`config.mk`:
```
export PLATFORM = sky130hd
export DESIGN_NAME = lossless_jpeg_raw_decoder
export DESIGN_NICKNAME = d
export VERILOG_FILES = /design/src/design/ljrd_pkg.sv /design/src/design/ljrd_search.sv /design/src/design/ljrd_pred.sv /design/src/design/lossless_jpeg_raw_decoder.sv
export SDC_FILE = /design/constraint.sdc
export NUM_CORES = 1
export LEC_CHECK = 0
export BUFFER_PORTS_ARGS = -buffer_cell sky130_fd_sc_hd__buf_2
export CORE_MARGIN = 4
export CORE_UTILIZATION = 25
export DETAILED_ROUTE_END_ITERATION = 8
export PLACE_DENSITY_LB_ADDON = 0.15
export SLEW_MARGIN = 20
export SYNTH_ARGS = -nofsm -noshare
export SYNTH_HDL_FRONTEND = slang
export SYNTH_SLANG_ARGS = --single-unit
```
`constraint.sdc`:
```
create_clock -name clk -period 10.2 [get_ports clk]
set_input_delay 1.02 -clock clk [delete_from_list [all_inputs] [get_ports clk]]
set_output_delay 1.02 -clock clk [all_outputs]
set_load 0.05 [all_outputs]
```
`src/design/ljrd_pkg.sv`:
```
package ljrd_pkg;

  localparam int MAX_LINE_WIDTH = 8192;
  localparam int MAX_LINES      = 8192;
  localparam int MAX_CODE_BITS  = 16;
  localparam int RESULT_LIMIT   = 8;
  localparam int NUM_SYMBOLS    = 16;

  localparam logic [15:0] START_VALUE = 16'd8192;

  // Configuration register indexes.
  localparam logic [2:0] CFG_COUNTS_SHORT = 3'd0;
  localparam logic [2:0] CFG_COUNTS_LONG  = 3'd1;
  localparam logic [2:0] CFG_SYMBOL_CATS  = 3'd2;
  localparam logic [2:0] CFG_LINE_WIDTH   = 3'd3;
  localparam logic [2:0] CFG_LINE_COUNT   = 3'd4;

  // Outcome of one Huffman code search.
  typedef struct packed {
    logic       done;
    logic       hit;
    logic [9:0] idx;
    logic [4:0] len;
  } srch_res_t;

  // Sample produced by the predictor for the current difference.
  typedef struct packed {
    logic [15:0] sample;
    logic        last;
  } pred_res_t;

  function automatic logic [31:0] low_mask(input logic [5:0] n);
    logic [31:0] m;
    if (n >= 6'd32) begin
      m = 32'hFFFF_FFFF;
    end else begin
      m = (32'd1 << n) - 32'd1;
    end
    return m;
  endfunction

endpackage

```
`src/design/ljrd_search.sv`:
```
module ljrd_search (
  input  logic                clk,
  input  logic                rst_n,
  input  logic                start,
  input  logic [31:0]         bit_buf,
  input  logic [5:0]          bit_fill,
  input  logic [79:0]         code_counts,
  output ljrd_pkg::srch_res_t res
);
  import ljrd_pkg::*;

  // One code length is tried per cycle.
  logic        busy_r, busy_nxt;
  logic [4:0]  len_r, len_nxt;
  logic [15:0] code_r, code_nxt;
  logic [23:0] first_r, first_nxt;
  logic [8:0]  offset_r, offset_nxt;

  logic [3:0]  lidx;
  logic [4:0]  cnt;
  logic [5:0]  bit_pos;
  logic        cur_bit;
  logic [15:0] code_v;
  logic [23:0] code_ext;
  logic [23:0] rel;
  logic        match;
  logic        exhausted;

  always_comb begin
    lidx      = 4'(len_r - 5'd1);
    cnt       = code_counts[7'(lidx) * 7'd5 +: 5];
    bit_pos   = bit_fill - {1'b0, len_r};
    cur_bit   = bit_buf[bit_pos[4:0]];
    code_v    = {code_r[14:0], cur_bit};
    code_ext  = {8'd0, code_v};
    rel       = code_ext - first_r;
    exhausted = (len_r > 5'(MAX_CODE_BITS)) || ({1'b0, len_r} > bit_fill);
    match     = (code_ext >= first_r) && (rel < {19'd0, cnt});

    res.done = busy_r && (exhausted || match);
    res.hit  = !exhausted && match;
    res.idx  = {1'b0, offset_r} + {5'd0, rel[4:0]};
    res.len  = len_r;

    busy_nxt   = busy_r;
    len_nxt    = len_r;
    code_nxt   = code_r;
    first_nxt  = first_r;
    offset_nxt = offset_r;
    if (start) begin
      busy_nxt   = 1'b1;
      len_nxt    = 5'd1;
      code_nxt   = '0;
      first_nxt  = '0;
      offset_nxt = '0;
    end else if (busy_r) begin
      if (res.done) begin
        busy_nxt = 1'b0;
      end else begin
        len_nxt    = len_r + 5'd1;
        code_nxt   = code_v;
        first_nxt  = (first_r + {19'd0, cnt}) << 1;
        offset_nxt = offset_r + {4'd0, cnt};
      end
    end
  end

  always_ff @(posedge clk) begin
    if (!rst_n) begin
      busy_r <= 1'b0;
    end else begin
      busy_r <= busy_nxt;
    end
    len_r    <= len_nxt;
    code_r   <= code_nxt;
    first_r  <= first_nxt;
    offset_r <= offset_nxt;
  end

endmodule

```
`src/design/ljrd_pred.sv`:
```
module ljrd_pred (
  input  logic                clk,
  input  logic                rst_n,
  input  logic                commit,
  input  logic [15:0]         diff,
  input  logic [13:0]         line_width,
  input  logic [13:0]         line_count,
  output ljrd_pkg::pred_res_t res
);
  import ljrd_pkg::*;

  logic [15:0] pred_even_r, pred_even_nxt;
  logic [15:0] pred_odd_r, pred_odd_nxt;
  logic [15:0] start_even_r, start_even_nxt;
  logic [15:0] start_odd_r, start_odd_nxt;
  logic [12:0] col_r, col_nxt;
  logic [12:0] line_r, line_nxt;

  logic [13:0] w_cl, h_cl;
  logic [15:0] base;
  logic        last_col;

  always_comb begin
    if (line_width < 14'd2) begin
      w_cl = 14'd2;
    end else if (line_width > 14'(MAX_LINE_WIDTH)) begin
      w_cl = 14'(MAX_LINE_WIDTH);
    end else begin
      w_cl = line_width;
    end
    if (line_count < 14'd1) begin
      h_cl = 14'd1;
    end else if (line_count > 14'(MAX_LINES)) begin
      h_cl = 14'(MAX_LINES);
    end else begin
      h_cl = line_count;
    end

    // Column 0 takes its base from the first sample of the previous line.
    if (col_r == 13'd0) begin
      base = start_even_r;
    end else if (col_r[0]) begin
      base = pred_odd_r;
    end else begin
      base = pred_even_r;
    end
    res.sample = base + diff;
    last_col   = {1'b0, col_r} >= (w_cl - 14'd1);
    res.last   = last_col && ({1'b0, line_r} >= (h_cl - 14'd1));

    pred_even_nxt  = pred_even_r;
    pred_odd_nxt   = pred_odd_r;
    start_even_nxt = start_even_r;
    start_odd_nxt  = start_odd_r;
    col_nxt        = col_r;
    line_nxt       = line_r;
    if (commit) begin
      if (res.last) begin
        pred_even_nxt  = START_VALUE;
        pred_odd_nxt   = START_VALUE;
        start_even_nxt = START_VALUE;
        start_odd_nxt  = START_VALUE;
        col_nxt        = '0;
        line_nxt       = '0;
      end else begin
        if (col_r == 13'd0) begin
          pred_even_nxt  = res.sample;
          pred_odd_nxt   = start_odd_r;
          start_even_nxt = res.sample;
        end else if (col_r[0]) begin
          pred_odd_nxt = res.sample;
          if (col_r == 13'd1) begin
            start_odd_nxt = res.sample;
          end
        end else begin
          pred_even_nxt = res.sample;
        end
        if (last_col) begin
          col_nxt  = '0;
          line_nxt = line_r + 13'd1;
        end else begin
          col_nxt = col_r + 13'd1;
        end
      end
    end
  end

  always_ff @(posedge clk) begin
    if (!rst_n) begin
      pred_even_r  <= START_VALUE;
      pred_odd_r   <= START_VALUE;
      start_even_r <= START_VALUE;
      start_odd_r  <= START_VALUE;
      col_r        <= '0;
      line_r       <= '0;
    end else begin
      pred_even_r  <= pred_even_nxt;
      pred_odd_r   <= pred_odd_nxt;
      start_even_r <= start_even_nxt;
      start_odd_r  <= start_odd_nxt;
      col_r        <= col_nxt;
      line_r       <= line_nxt;
    end
  end

endmodule

```
`src/design/lossless_jpeg_raw_decoder.sv`:
```
// Lossless JPEG raw scan decoder with two interleaved column predictors.
// Input channel (in_valid/in_ready/in_scan_byte): one unstuffed scan byte per
// transaction, most significant bit first. The byte is appended to a bit
// buffer and the decoder then runs until it needs more bits, has produced
// eight results for this byte, reaches the end of the image or meets an
// invalid code. Only then is in_ready raised again.
// Output channel (out_valid/out_ready): one transaction per sample, carrying
// the sample, an end-of-image flag and an invalid-code flag.
// Sequence: an accepted byte moves the sequencer to the check state; each Huffman
// code is started from the check state and then tries one code length per cycle
// in the shared search unit, up to sixteen bits; extra bits are extracted in the
// check state; each result then waits in the output register until it is taken.
// When the receiver stalls, the sequencer holds in the emit state and no new
// byte is taken. Configuration writes (cfg_we, cfg_index, cfg_wdata) act at
// once and are meant to happen while the block is idle.
// Synchronous reset clears the bit buffer and counters, returns the
// predictors to 8192 and restores default geometry; no clearing pass is needed.
module lossless_jpeg_raw_decoder (
  input  logic        clk,
  input  logic        rst_n,
  input  logic        in_valid,
  output logic        in_ready,
  input  logic [7:0]  in_scan_byte,
  output logic        out_valid,
  input  logic        out_ready,
  output logic [15:0] out_sample,
  output logic        out_end_of_image,
  output logic        out_invalid_code,
  input  logic        cfg_we,
  input  logic [2:0]  cfg_index,
  input  logic [63:0] cfg_wdata
);
  import ljrd_pkg::*;

  localparam logic [1:0] S_IDLE   = 2'd0;
  localparam logic [1:0] S_CHECK  = 2'd1;
  localparam logic [1:0] S_SEARCH = 2'd2;
  localparam logic [1:0] S_EMIT   = 2'd3;

  // Configuration registers.
  logic [39:0] counts_short_r, counts_long_r;
  logic [63:0] cats_r;
  logic [13:0] line_width_r, line_count_r;

  // Sequencer state.
  logic [1:0]  state_r, state_nxt;
  logic [31:0] buf_r, buf_nxt;
  logic [5:0]  fill_r, fill_nxt;
  logic [3:0]  pend_r, pend_nxt;
  logic [3:0]  n_r, n_nxt;
  logic        stop_r, stop_nxt;

  logic        out_valid_r, out_valid_nxt;
  logic [15:0] out_sample_r, out_sample_nxt;
  logic        out_eoi_r, out_eoi_nxt;
  logic        out_inv_r, out_inv_nxt;

  srch_res_t   srch;
  pred_res_t   pred;
  logic        srch_start;
  logic        pred_commit;
  logic [15:0] diff;

  logic [5:0]  fill_pend;
  logic [31:0] xbits;
  logic [14:0] v15;
  logic [14:0] half;
  logic [15:0] pend_diff;
  logic [3:0]  sym_cat;
  logic [5:0]  fill_sym;

  ljrd_search u_search (
    .clk         (clk),
    .rst_n       (rst_n),
    .start       (srch_start),
    .bit_buf     (buf_r),
    .bit_fill    (fill_r),
    .code_counts ({counts_long_r, counts_short_r}),
    .res         (srch)
  );

  ljrd_pred u_pred (
    .clk        (clk),
    .rst_n      (rst_n),
    .commit     (pred_commit),
    .diff       (diff),
    .line_width (line_width_r),
    .line_count (line_count_r),
    .res        (pred)
  );

  assign in_ready         = (state_r == S_IDLE);
  assign out_valid        = out_valid_r;
  assign out_sample       = out_sample_r;
  assign out_end_of_image = out_eoi_r;
  assign out_invalid_code = out_inv_r;

  always_comb begin
    // Extra bits of a pending code, sign-extended in the JPEG manner.
    fill_pend = fill_r - {2'd0, pend_r};
    xbits     = (buf_r >> fill_pend[4:0]) & low_mask({2'd0, pend_r});
    v15       = xbits[14:0];
    half      = 15'd1 << (pend_r - 4'd1);
    if (v15 < half) begin
      pend_diff = {1'b0, v15} - ((16'd1 << pend_r) - 16'd1);
    end else begin
      pend_diff = {1'b0, v15};
    end
    sym_cat  = cats_r[{srch.idx[3:0], 2'b00} +: 4];
    fill_sym = fill_r - {1'b0, srch.len};

    state_nxt      = state_r;
    buf_nxt        = buf_r;
    fill_nxt       = fill_r;
    pend_nxt       = pend_r;
    n_nxt          = n_r;
    stop_nxt       = stop_r;
    out_valid_nxt  = out_valid_r;
    out_sample_nxt = out_sample_r;
    out_eoi_nxt    = out_eoi_r;
    out_inv_nxt    = out_inv_r;
    srch_start     = 1'b0;
    pred_commit    = 1'b0;
    diff           = '0;

    case (state_r)
      S_IDLE: begin
        if (in_valid) begin
          buf_nxt   = {buf_r[23:0], in_scan_byte};
          fill_nxt  = fill_r + 6'd8;
          n_nxt     = '0;
          state_nxt = S_CHECK;
        end
      end
      S_CHECK: begin
        if (n_r >= 4'(RESULT_LIMIT)) begin
          state_nxt = S_IDLE;
        end else if (pend_r != 4'd0) begin
          if (fill_r < {2'd0, pend_r}) begin
            state_nxt = S_IDLE;
          end else begin
            diff        = pend_diff;
            pred_commit = 1'b1;
            pend_nxt    = '0;
            fill_nxt    = fill_pend;
            buf_nxt     = buf_r & low_mask(fill_pend);
            state_nxt   = S_EMIT;
          end
        end else begin
          srch_start = 1'b1;
          state_nxt  = S_SEARCH;
        end
      end
      S_SEARCH: begin
        if (srch.done) begin
          if (srch.hit && (srch.idx < 10'(NUM_SYMBOLS))) begin
            fill_nxt = fill_sym;
            buf_nxt  = buf_r & low_mask(fill_sym);
            if (sym_cat == 4'd0) begin
              pred_commit = 1'b1;
              state_nxt   = S_EMIT;
            end else begin
              pend_nxt  = sym_cat;
              state_nxt = S_CHECK;
            end
          end else if (srch.hit || (fill_r >= 6'(MAX_CODE_BITS))) begin
            // Invalid code: report it and drop everything buffered.
            buf_nxt        = '0;
            fill_nxt       = '0;
            pend_nxt       = '0;
            out_valid_nxt  = 1'b1;
            out_sample_nxt = '0;
            out_eoi_nxt    = 1'b0;
            out_inv_nxt    = 1'b1;
            stop_nxt       = 1'b1;
            state_nxt      = S_EMIT;
          end else begin
            state_nxt = S_IDLE;
          end
        end
      end
      S_EMIT: begin
        if (out_valid_r && out_ready) begin
          out_valid_nxt = 1'b0;
          n_nxt         = n_r + 4'd1;
          state_nxt     = stop_r ? S_IDLE : S_CHECK;
        end
      end
      default: begin
        state_nxt = S_IDLE;
      end
    endcase

    // A committed sample loads the output register; the last sample of the
    // image also discards whatever remains in the bit buffer.
    if (pred_commit) begin
      out_valid_nxt  = 1'b1;
      out_sample_nxt = pred.sample;
      out_eoi_nxt    = pred.last;
      out_inv_nxt    = 1'b0;
      stop_nxt       = pred.last;
      if (pred.last) begin
        buf_nxt  = '0;
        fill_nxt = '0;
        pend_nxt = '0;
      end
    end
  end

  always_ff @(posedge clk) begin
    if (!rst_n) begin
      counts_short_r <= '0;
      counts_long_r  <= '0;
      cats_r         <= '0;
      line_width_r   <= 14'd2;
      line_count_r   <= 14'd1;
    end else if (cfg_we) begin
      case (cfg_index)
        CFG_COUNTS_SHORT: counts_short_r <= cfg_wdata[39:0];
        CFG_COUNTS_LONG:  counts_long_r  <= cfg_wdata[39:0];
        CFG_SYMBOL_CATS:  cats_r         <= cfg_wdata;
        CFG_LINE_WIDTH:   line_width_r   <= cfg_wdata[13:0];
        CFG_LINE_COUNT:   line_count_r   <= cfg_wdata[13:0];
        default: begin
        end
      endcase
    end
  end

  always_ff @(posedge clk) begin
    if (!rst_n) begin
      state_r     <= S_IDLE;
      buf_r       <= '0;
      fill_r      <= '0;
      pend_r      <= '0;
      n_r         <= '0;
      stop_r      <= 1'b0;
      out_valid_r <= 1'b0;
    end else begin
      state_r     <= state_nxt;
      buf_r       <= buf_nxt;
      fill_r      <= fill_nxt;
      pend_r      <= pend_nxt;
      n_r         <= n_nxt;
      stop_r      <= stop_nxt;
      out_valid_r <= out_valid_nxt;
    end
    out_sample_r <= out_sample_nxt;
    out_eoi_r    <= out_eoi_nxt;
    out_inv_r    <= out_inv_nxt;
  end

  a_fill_bound: assert property (@(posedge clk) disable iff (!rst_n)
    fill_r <= 6'd32)
    else $error("bit buffer fill exceeds its width");

  a_result_limit: assert property (@(posedge clk) disable iff (!rst_n)
    n_r <= 4'(RESULT_LIMIT))
    else $error("too many results for one byte");

  a_emit_state: assert property (@(posedge clk) disable iff (!rst_n)
    out_valid_r |-> (state_r == S_EMIT))
    else $error("result offered outside the emit state");

  a_flags_exclusive: assert property (@(posedge clk) disable iff (!rst_n)
    out_valid_r |-> !(out_inv_r && out_eoi_r))
    else $error("invalid code flagged as end of image");

endmodule

```
After elaboration in Yosys (flattened, before gate mapping) --
Index checks and enable logic that the tools add are counted.
Word-level totals: flip-flop bits (word level) 383, input port bits 80, output and inout port bits 20
Cells by class: add/subtract/negate cells 21, $mul 1, magnitude comparators 18, equality and inequality tests 18, shift-type cells 8, muxes and demuxes 113, bitwise logic cells 5, reductions and logical operators 41
Operator list (count):
- $mux W32 | 18
- $mux W16 | 24
- $pmux W32 S3 | 1
- $shiftx A80 B8 Y5 | 1
- $and A32 B32 Y32 | 2
- $shiftx A64 B7 Y4 | 1
- $shl A1 B6 Y32 const A | 2
- $sub A32 B1 Y32 const B | 2
- $mux W14 | 4
- $mux W6 | 9
- $mux W13 | 4
- $mux W4 | 11
- $shr A32 B5 Y15 | 1
- $shl A1 B4 Y15 const A | 2
- $ge A13 B14 Y1 | 2
- $gt A14 B14 Y1 const B | 2
- $sub A14 B1 Y14 const B | 2
- $add A13 B1 Y13 const B | 2
- $mux W1 | 26
- $ge A16 B24 Y1 | 1
- $lt A24 B5 Y1 | 1
- $sub A16 B24 Y24 | 1
- $add A23 B5 Y23 | 1
- $reduce_and A2 Y1 | 10
- other kinds (54) | 95

Longest topological paths before layout --
Gate-level depths: netlist (run 1).
depth in word-level cells 17, mapped depth 38, depth with buffers taken out 35

Hierarchy --
Synthesis (run 1) repeated with hierarchy kept, for this count alone.
Unflattened totals: cells, all modules 3222, area, all modules 26242.7 µm²
By module, submodules not included:
- lossless_jpeg_raw_decoder | times used 1, cells an instance 1966, area each 15257.1 µm², sequential area each 4974.8 µm²
- ljrd_pred | times used 1, cells an instance 712, area each 5950.7 µm², sequential area each 1801.7 µm²
- ljrd_search | times used 1, cells an instance 544, area each 5034.8 µm², sequential area each 1061.0 µm²

Worst setup path before layout (run 1) --
No wires, ideal clock.
path kind reg-to-reg, from reg fill_r[0], to reg u_pred.pred_odd_r[13], setup time 0.117 ns, arrival time 6.885 ns, path slack 3.198 ns, cell stages (with the launch flop) 36, path buffers 3, period minus slack after synthesis 7.002 ns, cells stage by stage dfxtp_1 inv_1 ha_1 inv_1 fa_1 clkbuf_1 clkbuf_1 buf_1 o21ai_0 mux2_2 mux2_2 or2_2 a21oi_1 inv_1 ha_1 inv_1 ha_1 fa_1 a211oi_1 nor2_1 o21a_1 nor2_1 xor2_1 nor2_1 a21oi_1 nor2_1 ha_1 and3_1 nand3_1 nand4b_1 a21o_1 a21oi_1 o21a_1 xor2_1 a21oi_1 o22a_1
On the way: cells in the longest elaborated chain, start to end 13, elaborated cells on any way between the ends 41, classes of those cells 6 x add/sub; 6 x order compare; 2 x shift; 17 x mux; 1 x bitwise; 9 x reduce/logical
RTL lines:
- from (decl) | line lossless_jpeg_raw_decoder.sv:48 | logic [5:0] fill_r, fill_nxt;
- from (signal assigned) | line lossless_jpeg_raw_decoder.sv:242 | fill_r <= fill_nxt;
- branches (longest 13 deep; another with $sub A16 B24 Y24)
- to (signal assigned) | line ljrd_pred.sv:98 | pred_odd_r <= pred_odd_nxt;
- to (decl) | line ljrd_pred.sv:13 | logic [15:0] pred_odd_r, pred_odd_nxt;
Several ways; the timed one is not identified. The select of a mux whose other input is x is not followed. A chain may end at the register's enable or synchronous reset.

Worst setup path after layout (run 1) --
from reg pend_r[1], to reg u_pred.pred_odd_r[14]
On the way: cells in the longest elaborated chain, start to end 13, elaborated cells on any way between the ends 27, classes of those cells 6 x add/sub; 2 x order compare; 4 x shift; 12 x mux; 1 x bitwise; 2 x reduce/logical
RTL lines:
- from (decl) | line lossless_jpeg_raw_decoder.sv:49 | logic [3:0] pend_r, pend_nxt;
- from (signal assigned) | line lossless_jpeg_raw_decoder.sv:243 | pend_r <= pend_nxt;
- $sub A6 B4 Y6 or $shl A1 B4 Y15 (tied branches) | line lossless_jpeg_raw_decoder.sv:100, ljrd_pkg.sv:37
- $shr A32 B5 Y15 or $sub A15 B1 Y15 (tied branches) | line lossless_jpeg_raw_decoder.sv:101, ljrd_pkg.sv:37
- $and A15 B15 Y15 | line lossless_jpeg_raw_decoder.sv:101 | xbits = (buf_r >> fill_pend[4:0]) & low_mask({2'd0, pend_r});
- $sub A15 B16 Y16 or $lt A15 B15 Y1 (tied branches) | line lossless_jpeg_raw_decoder.sv:105, lossless_jpeg_raw_decoder.sv:104
- $mux W16 | line lossless_jpeg_raw_decoder.sv:104 | if (v15 < half) begin
- $mux W16 | line lossless_jpeg_raw_decoder.sv:139 | if (fill_r < {2'd0, pend_r}) begin
- $mux W16 | line lossless_jpeg_raw_decoder.sv:138 | end else if (pend_r != 4'd0) begin
- $mux W16 | line lossless_jpeg_raw_decoder.sv:136 | if (n_r >= 4'(RESULT_LIMIT)) begin
- $mux W16 | line lossless_jpeg_raw_decoder.sv:126 | case (state_r)
- $add A16 B16 Y16 | line ljrd_pred.sv:47 | res.sample = base + diff;
- $mux W16 | line ljrd_pred.sv:70 | end else if (col_r[0]) begin
- $mux W16 | line ljrd_pred.sv:66 | if (col_r == 13'd0) begin
- $mux W16 | line ljrd_pred.sv:58 | if (res.last) begin
Parallel ways exist; a longest one is shown, timed or not. The select of a mux whose other input is x is not followed.

==> results by group, run 1 <==
Outcome
  – Outcome: complete, no violations

Clocking
  – H-tree lvl count: 2
  – CTS resizes: 0
  – Clk sinks: 383
  – TritonCTS clock tree: yes
  – Post-cts hold buffer count: 0
  – Clock buffers created by TritonCTS: 46
  – Post-CTS setup buffers: 0
  – Root Buffer: clkbuf_16
  – Reg clk slew, reported paths: 60 ps
  – Clock latency on the worst-skew pair: 610 ps
  – Worst-case clock buffer depth: 3

Logic synthesis
  – Syn_nets: 3469
  – Top FF cell, synth: dfxtp_1
  – Post-synth ARST share: 0%
  – Top cell type's share of synthesized area: 28.62%
  – Post-synthesis cell count: 3240
  – Cell taking the most area after synthesis: dfxtp_1
  – Post-synth EDFFs: 17
  – Synth area leaders: dfxtp_1 29%, nand2_1 8.7%, a21oi_1 7.3%
  – Most frequent cell after synthesis: nand2_1
  – Netlist Area Pre-Place: 25600 µm²
  – Synthesized flop and latch total: 383
  – Yosys cell types: 87
  – Synth warn: 0
  – Syn Area/Cell: 7.901 µm²
  – Register area share after synthesis: 30.61%
  – Commonest cells post-synth: 596 x nand2_1, 375 x a21oi_1, 366 x dfxtp_1

STA
  – Post-route minimum period: 8439 ps
  – # setup viols final: 0
  – RSZ-0062 raised after global routing: false
  – Setup Skew: 21.93 ps
  – Fin Setup TNS: 0 ps
  – Slew of the pin with the lowest slew margin: 1118 ps
  – Post-route worst hold slack: 452.5 ps
  – Hold Violations, Final: 0
  – Fin crit share: 82.73%
  – Worst relative slew slack: 24.93%
  – F_max: 118.5 MHz
  – Max-slew violation count: 0

Detailed routing
  – Post-route ant nets: 0
  – WL final: 89320 µm
  – WL/cell: 19.30 µm
  – Vias: 23584
  – DRC violations left: 0
  – Drt first pass iters: 6
  – Drt initial violations: 1690
  – Vias per cell: 5.095

Place
  – I/O Buffers: 99
  – Routability Congestion: 0.8533
  – Placed inst area: 27430 µm²
  – HPWL after DPL: 63760 µm

Finish
  – Nets: 3450
  – Layout cells sized above 1: 11.05%
  – Synthesis-to-layout area growth: 13.01%
  – Final Cell Area: 28930 µm²

Setup path
  – WS Path Type: register to register
  – CP Data Required Time: 10720 ps
  – Critical path launch point type: register
  – Slowest CP cell: dfxtp_1
  – Slowest stage delay, CP: 840 ps
  – Crit. End Element: register
  – Critical Path AT: 8960 ps
  – Max Fanout on Critical Path: 23

Floorplanning
  – Core area: 101700 µm²
  – Rows: 117
  – Die span in x: 328.0 µm
  – Die area: 107600 µm²
  – DIE HEIGHT: 328.0 µm
  – Starting density of the core: 25.16%
  – Io pins: 100

Global routing
  – First-pass GRT wire length: 138300 µm
  – Initial antenna violation count: 4
  – Met1 GRT Util: 22.82%
  – M3 GR Usage: 2.667%
  – Met2 usage: 25.64%
  – GR peak layer: met2
  – Number of global-route vias before repair: 22614
  – Remaining global-route overflow: 0
  – GRT Resource Usage Total: 16.11%
  – Largest net degree at the start of global routing: 110

Power and ir drop
  – Cell Pwr Density: 177.6 nW/µm²
  – Peak VDD IR: 0.1136 mV
  – Leak pwr: 10.12 nW
  – Pwr Total: 5.138 mW

Job
  – MaxCap Viol Count: 0

Hold path
  – Hold WC Path Type: register to register
[registers in the layout, indices dropped and copies added, names as in the netlist, 23 cells and up]
signal / count
buf_r: 32
counts_long_r: 40
u_search.first_r: 23
counts_short_r: 40
cats_r: 64
[metrics by stage]
stage / worst slack [ps] / cells / util [%]
2_1_floorplan: 3198 / 3240 / -
3_3_place_gp: 1922 / 4541 / 26.95
3_5_place_dp: 1838 / 4541 / 26.96
4_1_cts: 1830 / 4626 / 28.42
5_1_grt: 1107 / 4626 / 28.43
6_report: 1761 / 4629 / 28.44
[layer usage]
metal  routed length, µm  share of wire, %  up-vias
met3                4367               4.9      105
li1                    -                 -    11686
met5                  13             0.015        -
met1               43010                48    11272
met4                1756               2.0        2
met2               40170                45      519
[layout make-up]
class,count,area (µm²)
diodes,3,7.507
clock inverters,18,182.7
well taps,1368,1712
repair buffers,147,855.8
multi-input cells,2538,16630
inverters,105,399.1
flip-flops and latches,383,7839
clock buffers,67,1300
fillers,11165,72810
[layout by cell type, fill, tap and decap left out, types with 18 or more instances in the layout]
master | Yosys | final
buf_2 | 22 | 99
o22ai_1 | 24 | 24
nor3_1 | 71 | 70
nor4_1 | 26 | 24
nand3_1 | 91 | 91
o21ai_0 | 148 | 147
xor2_1 | 32 | 31
nor2b_1 | 27 | 27
a21oi_1 | 375 | 373
inv_1 | 102 | 102
nor2_1 | 207 | 205
mux4_2 | 65 | 65
a31oi_1 | 29 | 29
dfxtp_1 | 366 | 365
o211ai_1 | 26 | 26
mux2i_1 | 87 | 87
or3_1 | 20 | 20
clkbuf_16 | 0 | 46
nand4_1 | 25 | 25
ha_1 | 141 | 140
nand2_1 | 596 | 596
mux2_2 | 22 | 22
and2_1 | 18 | 18
and3_1 | 26 | 26
buf_4 | 2 | 48
xnor2_1 | 59 | 58
nand2b_1 | 31 | 31
a22o_1 | 24 | 24
o21a_1 | 29 | 28
a21o_1 | 34 | 34
a211oi_1 | 77 | 77
[critical path, delay by kind of cell, from the launching register on]
kind | cells | cell delay (ps)
AND/OR/NAND/NOR | 5 | 1140
AO/OA/AOI/OAI | 18 | 3910
XOR/XNOR | 1 | 260
buffers and inverters | 1 | 280
flip-flops | 1 | 840
adder cells (fa/ha/maj) | 4 | 1620
multiplexers | 1 | 280
[worst paths after layout]
| check | from | to | slack (ps) | cells past startpoint |
|---|---|---|---|---|
| max | pend_r[1] | u_pred.pred_odd_r[14] | 1760 | 30 |
| min | cats_r[7] | cats_r[7] | 450 | 2 |
| max reg2reg | pend_r[1] | u_pred.pred_odd_r[14] | 1760 | 30 |
| min reg2reg | cats_r[7] | cats_r[7] | 450 | 2 |
[cells by family (layout without fill, tap and decap cells)]
family | Yosys count | count (layout) | synth area share (%)
multiplexers | 174 | 174 | 10.09
adder cells (fa/ha/maj) | 149 | 149 | 7.517
buffers and inverters | 319 | 337 | 4.843
AO/OA/AOI/OAI | 924 | 924 | 22.64
flip-flops | 383 | 383 | 30.61
AND/OR/NAND/NOR | 1198 | 1198 | 21.05
XOR/XNOR | 93 | 93 | 3.240
other | 0 | 3 | 0
[where the power goes]
part	switching, mW	internal (mW)
Clock	0.712	0.940
Sequential	0.0680	1.57
Combinational	1.20	0.652
Power figures use the tool's default switching activity.
==> inputs of run 2 (changes only) <==
==> constraint.sdc (replaced) <==
create_clock -name clk -period 7.04 [get_ports clk]
set_input_delay 0.704 -clock clk [delete_from_list [all_inputs] [get_ports clk]]
set_output_delay 0.704 -clock clk [all_outputs]
set_load 0.05 [all_outputs]
==> run 2 against run 1 <==
Against the previous run:
- worst hold slack lost 110 ps
- worst setup slack lost 1400 ps
- sequential power grew 45%
- register-to-register slack lost 1400 ps
- die area is the same
- maximum frequency grew 26%
- critical path type unchanged
- critical endpoint is now u_pred.pred_odd_r[13]
- largest cell class unchanged
- largest power group unchanged
==> results by group, run 2 (same netlist as run 1, synthesis figures left out) <==
Outcome
  – Outcome: complete, no violations

STA
  – Fin Setup TNS: 0 ps (unchanged)
  – Post-route minimum period: 6689 ps (-1749 ps)
  – Setup Skew: 46.43 ps (+24.49 ps)
  – Max-slew violation count: 0 (unchanged)
  – Slew of the pin with the lowest slew margin: 1128 ps (+10.50 ps)
  – Worst relative slew slack: 24.58% (-0.35 points)
  – Fin crit share: 95.02% (+12 points)
  – F_max: 149.5 MHz (+26%)
  – Worst Slack Setup Final: 350.8 ps (-1411 ps)
  – # setup viols final: 0 (unchanged)
  – Hold Violations, Final: 0 (unchanged)

Power and ir drop
  – Peak VDD IR: 0.1657 mV (+46%)
  – Cell Pwr Density: 256.3 nW/µm² (+44%)
  – Leak pwr: 10.59 nW (+4.7%)
  – Pwr Total: 7.640 mW (+49%)

Setup path
  – WS Path Type: register to register
  – Worst r2r src: fill_r[0]
  – Slowest CP cell: fa_2
  – R2R depth: 36 (+20%)
  – Critical path launch point type: register
  – R2r endpoint: u_pred.pred_odd_r[13]
  – Crit. End Element: register
  – Critical Path AT: 7170 ps (-1790 ps)
  – Slowest stage delay, CP: 490 ps (-350 ps)
  – Flop-to-flop setup slack: 350 ps (-1410 ps)
  – Max Fanout on Critical Path: 15 (-35%)
  – CP Data Required Time: 7520 ps (-3200 ps)

Global routing
  – GRT Resource Usage Total: 16.46% (+0.35 points)
  – Remaining global-route overflow: 0 (unchanged)
  – Largest net degree at the start of global routing: 110 (unchanged)
  – First-pass GRT wire length: 141400 µm (+2.2%)
  – Number of global-route vias before repair: 23094 (+2.1%)
  – Initial antenna violation count: 1 (-3)

Floorplanning
  – Starting density of the core: 25.16% (unchanged)
  – Core area: 101700 µm² (unchanged)
  – DIE HEIGHT: 328.0 µm (unchanged)
  – Die area: 107600 µm² (unchanged)
  – Rows: 117 (unchanged)
  – Die span in x: 328.0 µm (unchanged)
  – Io pins: 100 (unchanged)

Detailed routing
  – DRC violations left: 0 (unchanged)
  – WL/cell: 19.36 µm (+0.35%)
  – Vias: 23938 (+1.5%)
  – Vias per cell: 5.087 (-0.16%)
  – Drt first pass iters: 5 (-1)
  – WL final: 91120 µm (+2.0%)
  – Post-route ant nets: 0 (unchanged)
  – Drt initial violations: 1769 (+4.7%)

Hold path
  – WHS Endpoint: cats_r[41]
  – Hold WC Path Type: input port to register
  – Hold depth: 3 (+1)
  – Min-Delay Startpoint: cfg_wdata[41]

Job
  – MaxCap Viol Count: 0 (unchanged)

Clocking
  – Post-cts hold buffer count: 0 (unchanged)
  – Clk sinks: 383 (unchanged)
  – Clock latency on the worst-skew pair: 610 ps (about the same)
  – Worst-case clock buffer depth: 3 (unchanged)
  – TritonCTS clock tree: yes
  – H-tree lvl count: 2 (unchanged)
  – Root Buffer: clkbuf_16
  – Reg clk slew, reported paths: 60 ps (about the same)
  – Clock buffers created by TritonCTS: 46 (unchanged)

Finish
  – Core Util, Final: 29.30% (+0.86 points)
  – Layout cells sized above 1: 13.99% (+2.9 points)
  – Biggest register: cats_r
  – Most frequent cells in the layout: 594 x nand2_1, 367 x a21oi_1, 365 x dfxtp_1
  – Synthesis-to-layout area growth: 16.43%
  – Nets: 3531 (+2.3%)
  – Max reg flops: 64 (unchanged)
  – Regs by FF count: cats_r (64), counts_long_r (40), counts_short_r (40)
  – Most common cell after layout, fill and taps aside: nand2_1

Place
  – I/O Buffers: 99 (unchanged)
  – Worst slack, placed: 27.91 ps (-1810 ps)
  – HPWL after DPL: 65840 µm (+3.3%)
  – Routability Congestion: 0.8387 (-1.7%)
run 2: critical path: cells and delay by family, from the launching register on:
kind	cells	cell delay, ps
buffers and inverters	8	860
XOR/XNOR	2	350
adder cells (fa/ha/maj)	6	1930
multiplexers	2	580
AND/OR/NAND/NOR	8	890
AO/OA/AOI/OAI	10	1670
flip-flops	1	320
run 2: worst max-delay path by stage:
stage	start	endpoint	slack, ps	cells after the start
after floorplan	fill_r[0]	u_pred.pred_odd_r[13]	40	35
after global placement	fill_r[0]	out_sample[15]	110	34
after detailed placement	fill_r[0]	out_sample[15]	30	34
after CTS	fill_r[0]	out_sample[15]	20	34
after global routing	fill_r[0]	out_sample[15]	-10	34
final	fill_r[0]	u_pred.pred_odd_r[13]	350	36
run 2: final cells by class:
| type | count | area [µm²] |
|---|---|---|
| tap | 1368 | 1712 |
| inverter | 105 | 399.1 |
| clock buffer | 71 | 1386 |
| clock inverter | 12 | 150.1 |
| multi-input combinational | 2538 | 16750 |
| fill | 11051 | 71930 |
| antenna | 1 | 2.502 |
| sequential | 383 | 7839 |
| timing repair buffer | 228 | 1573 |
run 2: what timing repair did:
| action | CTS | global route |
|---|---|---|
| hold endpoints to repair | 0 | 0 |
| endpoints found under the setup margin | 0 | 82 |
| resized for setup | 0 | 36 |
| buffers inserted | 0 | 3 |
run 2: metrics by stage:
| step | area, µm² | hold WS (ps) | std cells |
|---|---|---|---|
| finish | 29810 | 342.1 | 4706 |
| global route | 29800 | 326.0 | 4705 |
| CTS | 29590 | 295.4 | 4701 |
| detailed placement | 28060 | 446.8 | 4618 |
| global placement | 28060 | 439.8 | 4618 |
| floorplan | 25600 | 428.5 | 3240 |
run 2: metal layers:
layer	vias up	GRT usage, %	wire [µm]
met4	0	3.486	1826
met3	109	2.643	4168
met1	11518	23.30	43850
met2	479	26.38	41280
met5	-	0	0
li1	11832	-	-
run 2: power breakdown:
part | internal [mW] | switching (mW)
clock network | 1.43 | 1.01
logic | 1.04 | 1.78
registers | 2.28 | 0.0974
